<file path="src/hdl/y2r_pkg.sv">
package y2r_pkg;

    localparam int PixW  = 8;
    localparam int ProdW = 18;
    localparam int SumW  = 20;

    localparam logic [PixW-1:0] LumaOfs   = 8'd16;
    localparam logic [PixW-1:0] ChromaOfs = 8'd128;
    localparam logic [PixW-1:0] AlphaOpaque = 8'd255;

    localparam logic signed [ProdW-1:0] KY  = 18'sd298;
    localparam logic signed [ProdW-1:0] KRV = 18'sd409;
    localparam logic signed [ProdW-1:0] KGU = 18'sd100;
    localparam logic signed [ProdW-1:0] KGV = 18'sd208;
    localparam logic signed [ProdW-1:0] KBU = 18'sd516;
    localparam logic signed [SumW-1:0]  KRound = 20'sd128;

    localparam logic [1:0] CfgAlphaInSource = 2'd0;
    localparam logic [1:0] CfgAlphaOut      = 2'd1;

    // per-stage advance strobes of the pipeline
    typedef struct packed {
        logic s1;
        logic s2;
        logic s3;
    } y2r_adv_t;

    typedef struct packed {
        logic [PixW-1:0] blue;
        logic [PixW-1:0] green;
        logic [PixW-1:0] red;
    } y2r_rgb_t;

    // floor(sum/256) clamped to 0..255
    function automatic logic [PixW-1:0] clamp_chan(input logic signed [SumW-1:0] sum);
        logic [PixW-1:0] r;
        if (sum[SumW-1])
            r = '0;
        else if (|sum[SumW-2:16])
            r = 8'hFF;
        else
            r = sum[15:8];
        return r;
    endfunction

endpackage

</file>
<file path="src/hdl/y2r_pixel.sv">
module y2r_pixel
    import y2r_pkg::*;
(
    input  logic            clk,
    input  y2r_adv_t        adv,
    input  logic [PixW-1:0] luma,
    input  logic [PixW-1:0] chroma_blue,
    input  logic [PixW-1:0] chroma_red,
    output y2r_rgb_t        rgb
);

    logic signed [8:0] c_val;
    logic signed [8:0] d_val;
    logic signed [8:0] e_val;

    logic signed [ProdW-1:0] py_reg, prv_reg, pgu_reg, pgv_reg, pbu_reg;
    logic signed [SumW-1:0]  sr_reg, sg_reg, sb_reg;
    y2r_rgb_t                rgb_reg;

    assign c_val = $signed({1'b0, luma} - {1'b0, LumaOfs});
    assign d_val = $signed({1'b0, chroma_blue} - {1'b0, ChromaOfs});
    assign e_val = $signed({1'b0, chroma_red} - {1'b0, ChromaOfs});

    always_ff @(posedge clk)
    begin
        if (adv.s1)
        begin
            py_reg  <= ProdW'(c_val) * KY;
            prv_reg <= ProdW'(e_val) * KRV;
            pgu_reg <= ProdW'(d_val) * KGU;
            pgv_reg <= ProdW'(e_val) * KGV;
            pbu_reg <= ProdW'(d_val) * KBU;
        end
        if (adv.s2)
        begin
            sr_reg <= SumW'(py_reg) + SumW'(prv_reg) + KRound;
            sg_reg <= SumW'(py_reg) - SumW'(pgu_reg) - SumW'(pgv_reg) + KRound;
            sb_reg <= SumW'(py_reg) + SumW'(pbu_reg) + KRound;
        end
        if (adv.s3)
        begin
            rgb_reg.red   <= clamp_chan(sr_reg);
            rgb_reg.green <= clamp_chan(sg_reg);
            rgb_reg.blue  <= clamp_chan(sb_reg);
        end
    end

    assign rgb = rgb_reg;

endmodule

</file>
<file path="src/hdl/yuv422_pair_to_rgb.sv">
// channel   dir  signals                        word
// s_axis    in   s_tvalid s_tready s_tdata[47:0] one YUV 4:2:2 pair (+ two alpha)
// m_axis    out  m_tvalid m_tready m_tdata[63:0] two RGBA pixels
// cfg       in   cfg_valid cfg_ready cfg_index cfg_data  register write
//
// Three register stages: constant products, channel sums, clamp into the
// output register. One pair per cycle sustained while m_tready stays high.
// rst_n clears the valid bits and both config registers.
// A stall at m_tready holds each full stage whose later stages are all full; empty
// stages still fill, and s_tready drops only when all three stages are full and stalled.
module yuv422_pair_to_rgb
    import y2r_pkg::*;
(
    input  logic        clk,
    input  logic        rst_n,
    input  logic        s_tvalid,
    output logic        s_tready,
    // luma_first, chroma_blue, luma_second, chroma_red, alpha_first_in, alpha_second_in
    input  logic [47:0] s_tdata,
    output logic        m_tvalid,
    input  logic        m_tready,
    // red_first, green_first, blue_first, alpha_first_out,
    // red_second, green_second, blue_second, alpha_second_out
    output logic [63:0] m_tdata,
    input  logic        cfg_valid,
    output logic        cfg_ready,
    input  logic [1:0]  cfg_index,
    input  logic        cfg_data
);

    logic alpha_in_source_reg;
    logic alpha_out_reg;
    logic v1_reg, v2_reg, v3_reg;
    logic [PixW-1:0] a1_s1_reg, a2_s1_reg, a1_s2_reg, a2_s2_reg, a1_s3_reg, a2_s3_reg;
    logic [PixW-1:0] a1_next, a2_next;
    y2r_adv_t adv;
    y2r_rgb_t rgb1, rgb2;

    assign cfg_ready = 1'b1;

    always_ff @(posedge clk or negedge rst_n)
    begin
        if (!rst_n)
        begin
            alpha_in_source_reg <= 1'b0;
            alpha_out_reg       <= 1'b0;
        end
        else if (cfg_valid)
        begin
            case (cfg_index)
                CfgAlphaInSource: alpha_in_source_reg <= cfg_data;
                CfgAlphaOut:      alpha_out_reg       <= cfg_data;
                default:          ;
            endcase
        end
    end

    assign adv.s3   = !v3_reg || m_tready;
    assign adv.s2   = !v2_reg || adv.s3;
    assign adv.s1   = !v1_reg || adv.s2;
    assign s_tready = adv.s1;

    always_ff @(posedge clk or negedge rst_n)
    begin
        if (!rst_n)
        begin
            v1_reg <= 1'b0;
            v2_reg <= 1'b0;
            v3_reg <= 1'b0;
        end
        else
        begin
            if (adv.s1)
                v1_reg <= s_tvalid;
            if (adv.s2)
                v2_reg <= v1_reg;
            if (adv.s3)
                v3_reg <= v2_reg;
        end
    end

    always_comb
    begin
        if (!alpha_out_reg)
        begin
            a1_next = '0;
            a2_next = '0;
        end
        else if (alpha_in_source_reg)
        begin
            a1_next = s_tdata[39:32];
            a2_next = s_tdata[47:40];
        end
        else
        begin
            a1_next = AlphaOpaque;
            a2_next = AlphaOpaque;
        end
    end

    always_ff @(posedge clk)
    begin
        if (adv.s1)
        begin
            a1_s1_reg <= a1_next;
            a2_s1_reg <= a2_next;
        end
        if (adv.s2)
        begin
            a1_s2_reg <= a1_s1_reg;
            a2_s2_reg <= a2_s1_reg;
        end
        if (adv.s3)
        begin
            a1_s3_reg <= a1_s2_reg;
            a2_s3_reg <= a2_s2_reg;
        end
    end

    y2r_pixel u_pix_first (
        .clk         (clk),
        .adv         (adv),
        .luma        (s_tdata[7:0]),
        .chroma_blue (s_tdata[15:8]),
        .chroma_red  (s_tdata[31:24]),
        .rgb         (rgb1)
    );

    y2r_pixel u_pix_second (
        .clk         (clk),
        .adv         (adv),
        .luma        (s_tdata[23:16]),
        .chroma_blue (s_tdata[15:8]),
        .chroma_red  (s_tdata[31:24]),
        .rgb         (rgb2)
    );

    assign m_tvalid = v3_reg;
    assign m_tdata  = {a2_s3_reg, rgb2.blue, rgb2.green, rgb2.red,
                       a1_s3_reg, rgb1.blue, rgb1.green, rgb1.red};

endmodule

</file>
<file path="config.mk">
export PLATFORM = sky130hd
export DESIGN_NAME = yuv422_pair_to_rgb
export DESIGN_NICKNAME = d
export VERILOG_FILES = /design/src/hdl/y2r_pkg.sv /design/src/hdl/y2r_pixel.sv /design/src/hdl/yuv422_pair_to_rgb.sv
export SDC_FILE = /design/constraint.sdc
export NUM_CORES = 1
export LEC_CHECK = 0
export BUFFER_PORTS_ARGS = -buffer_cell sky130_fd_sc_hd__clkbuf_2
export CAP_MARGIN = 20
export CELL_PAD_IN_SITES_DETAIL_PLACEMENT = 1
export CELL_PAD_IN_SITES_GLOBAL_PLACEMENT = 2
export CORE_MARGIN = 4
export CORE_UTILIZATION = 36
export DETAILED_ROUTE_END_ITERATION = 12
export HOLD_SLACK_MARGIN = 0.05
export PLACE_DENSITY_LB_ADDON = 0.1
export SKIP_LAST_GASP = 1
export SYNTH_ARGS = -nofsm -noshare
export SYNTH_HDL_FRONTEND = slang
export SYNTH_HIERARCHICAL = 1
export SYNTH_SLANG_ARGS = --single-unit
</file>
<file path="constraint.sdc">
create_clock -name clk -period 4.8 [get_ports clk]
set_input_delay 0.24 -clock clk [delete_from_list [all_inputs] [get_ports clk]]
set_output_delay 0.24 -clock clk [all_outputs]
set_load 0.01 [all_outputs]
</file>
==> summary.md <==
| Metric | Value |
|---|---|
| Sw Share | `0.406` |
| Met2 wire len | `around 25,000 µm` |
| Cells after synthesis | `2,117` |
| Vias | `between 15,000 and 20,000` |
| Total GRT Usage | `0.159` |
| Post-CTS setup repair buffer count | `0` |
| Area grow syn2layout | `13.5%` |
| Status | `completed` |
| Cell-internal power | `roughly 11,000 µW` |
| Final Slew Violations | `0` |
| Worst Setup Path Type | `input pin to flop` |
| Setup TNS | `0 ns` |
| Reg-to-Reg Start | `u_pix_first/py_reg[11]` |
| Final Cycle Share | `0.925` |
| Port Buffer Count | `around 120` |
| TritonCTS clock tree | `yes` |
| Proportion of synthesized area in mux cells | `0.00240` |
| Post-synth EDFFs | `318` |
| Worst Slack Setup Final | `0.359 ns` |
| Worst Path Required | `5.09 ns` |
| Final net count | `between 2,000 and 3,000` |
| Clock power frac | `0.155` |
| Initial antenna violation count | `1` |
| Row count | `95` |
| Htree depth | `2` |
| Hold Crit Class | `input pin to flop` |
| Largest fanout on the critical path | `7` |
| Combinational cell fraction of total power | `0.553` |
| First-pass GRT wire length | `roughly 90,000 µm` |
| Dpl hpwl | `between 40,000 and 50,000 µm` |
| Ys Warns | `6` |
| Multi-input gate area | `between 0.01 and 0.015 mm²` |
| Power per cell area | `slightly below 700 mW/mm²` |
| Grt ovf | `0` |
| Starting Density | `0.364` |
| Drc violations | `0` |
| Peak supply drop | `0.435 mV` |
| Syn avg cell area | `about 12 µm²` |
| Reg2reg setup slack | `0.99 ns` |
| Yosys reg bits | `about 320` |
| Synth Area in Adders | `0.342` |
| Largest cells by area after synthesis | `edfxtp_1 (39%), ha_1 (26%), fa_1 (8.5%)` |
| Synth Area in Simple Gates | `0.0576` |
| Iter 0 DRT Violations | `between 400 and 500` |
| Inserted Clock Buffers | `38` |
| Maxcap violations | `0` |
| Arrival time worst endpoint | `between 4 and 5 ns` |
| I/O pins | `between 100 and 150` |
| Clk_skew | `~0.014 ns` |
| Compound-Gate Fraction of Synth Area | `0.0861` |
| Worst setup endpoint | `u_pix_first/prv_reg[15]` |
| Async S/R FF share, synth | `0.0155` |
| Top_reg_cell synth | `edfxtp_1` |
| Met1 WL | `28,200 µm` |
| Pre-CTS worst setup slack | `around 0.11 ns` |
| Mapped Area | `between 0.02 and 0.025 mm²` |
| # fillers | `roughly 7,300` |
| RSZ-0062 raised after global routing | `no` |
| Share of the synthesized area in the top cell type | `0.389` |
| Worst-Skew Late Latency | `between 0.5 and 0.6 ns` |
| Final WL | `55,700 µm` |
| Vias in the first global route | `16,500` |
| Cell variety after synth | `between 70 and 80` |
| CP startpoint kind | `input pin` |
| Vias per inst | `roughly 4.8` |
| Capturing point of the worst reg2reg path | `u_pix_first/sg_reg[19]` |
| R2R cell count | `9` |
| Total Die Area | `slightly above 0.07 mm²` |
| Largest family of logic cells by synthesized area | `adder cells` |
| Worst setup EP type | `flop` |
| Critical path origin | `s_tdata[24]` |
| Clock tree sinks | `roughly 320` |
| Highest Signal Layer | `met4` |
| CTS clk-pin slew, worst paths | `~0.06 ns` |
| Register area | `slightly below 0.01 mm²` |
| Synthesized Nets | `roughly 2,800` |
| Total leakage power | `about 0.013 µW` |
| Sequential share of power | `0.292` |
| Xor-xnor portion of the synthesized cell area | `0.0532` |
| Final ANT Viol Nets | `0` |
| Largest net degree at the start of global routing | `66` |
| Post-layout min period | `4.44 ns` |
| Root Buffer | `clkbuf_16` |
| Fin. Hold Viols | `0` |
| Die Wd | `269 µm` |
| DR WL met3 | `around 2000 µm` |
| Tightest Pin Transition | `0.942 ns` |
| Placer congestion estimate | `around 0.78` |
| Final number of setup-violating endpoints | `0` |
| Die height | `roughly 270 µm` |
| Clock Tree Buf Depth | `3` |
| Synth area leader | `edfxtp_1` |
| Post-synthesis sequential area ratio | `0.394` |
| Core area | `between 0.06 and 0.07 mm²` |
| Fmax | `around 230 MHz` |
| Slew margin rel. | `0.372` |
| Sw power | `~7700 µW` |
| WL/cell | `17.4 µm` |
| Pre-antenna DRT Iters | `4` |
| Layout cell share with drive strength beyond 1 | `0.0983` |
-- cell usage after synthesis (all sizes together), types with 8 or more instances --
cell type    n
a21o        45
nand3       16
o21ai       39
buf         11
xor2        41
fa         104
nor2b       12
a21oi       95
ha         504
nor2       162
nand4        8
nor3        19
or3          8
o21bai      26
a31oi        9
o21a        15
and3        13
a21boi      21
inv        400
edfxtp     318
a211oi      11
nand2       34
xnor2      108
o31ai        8
nand2b      10
a2111oi      9
-- final cells by class --
type | instances | area share
multi-input combinational | 1377 | 0.478
tap | 873 | 0.0392
sequential | 323 | 0.347
antenna | 1 | 0.0000898
clock inverter | 19 | 0.00723
clock buffer | 50 | 0.0391
timing repair buffer | 161 | 0.0350
inverter | 400 | 0.0540
-- worst min-delay path by stage --
stage	endpoint	startpoint	slack [ns]	cells past startpoint
final	a2_s1_reg[6]	s_tdata[46]	0.08	3
after global routing	a2_s1_reg[6]	s_tdata[46]	0.06	3
after CTS	a2_s1_reg[2]	s_tdata[42]	0.05	3
after detailed placement	m_tvalid	rst_n	0.07	1
after global placement	m_tvalid	rst_n	0.06	1
after floorplan	alpha_in_source_reg	rst_n	-0.06	0
-- power groups by stage --
stage | clock [µW] | combinational, µW | sequential (µW)
global placement | 0 | 10400 | 5650
detailed placement | 0 | 10600 | 5680
CTS | 3080 | 10700 | 5620
finish | 2950 | 10500 | 5580
floorplan | 0 | 7880 | 5400
global route | 3190 | 12200 | 5700
-- kinds of logic after synthesis --
family,count (synthesis)
multiplexers,5
buffers and inverters,417
XOR/XNOR,149
flip-flops,323
AO/OA/AOI/OAI,309
adder cells (fa/ha/maj),608
other,1
AND/OR/NAND/NOR,305
-- worst max-delay path: stages --
cell           delay, ns
dlygate4sd3_1       0.55
clkbuf_2            0.21
ha_1                0.40
ha_1                0.31
inv_1               0.05
fa_1                0.50
inv_1               0.04
ha_1                0.26
inv_1               0.05
fa_1                0.50
inv_1               0.04
ha_1                0.33
a21oi_1             0.23
o21bai_1            0.17
a2111oi_4           0.44
o31ai_1             0.12
a21oi_1             0.19
xnor2_1             0.09
-- per-stage QoR --
stage / hold slack (ns) / area, µm² / power, µW / util / cells
2_1_floorplan: -0.0556 / 24500 / 13300 / - / 2117
3_3_place_gp: 0.0626 / 26300 / 16100 / 0.390 / 3111
3_5_place_dp: 0.0655 / 26300 / 16200 / 0.390 / 3111
4_1_cts: 0.0508 / 27800 / 19400 / 0.413 / 3203
5_1_grt: 0.0615 / 27900 / 21100 / 0.413 / 3204
6_report: 0.0843 / 27900 / 19100 / 0.413 / 3204
-- layer usage --
layer,vias up,track usage
li1,7668,-
met5,-,0
met2,174,0.250
met4,0,0.0329
met1,7352,0.236
met3,56,0.0193
-- cells in the final DEF (no fill, tap or decap), drive strengths merged, types with 13 or more instances in the layout --
cell type	n
ha	504
inv	401
edfxtp	318
clkbuf	171
nor2	162
xnor2	108
fa	104
a21oi	95
a21o	45
xor2	41
o21ai	39
nand2	34
o21bai	26
dlygate4sd3	23
a21boi	21
nor3	19
buf	17
nand3	16
o21a	15
and3	13
-- timing repair --
item / 4_1_cts / 5_1_grt
hold endpoints to repair: 25 / 0
setup endpoints to repair: 0 / 3
resized for setup: 0 / 2
hold buffers: 23 / 0
Power figures use the tool's default switching activity.
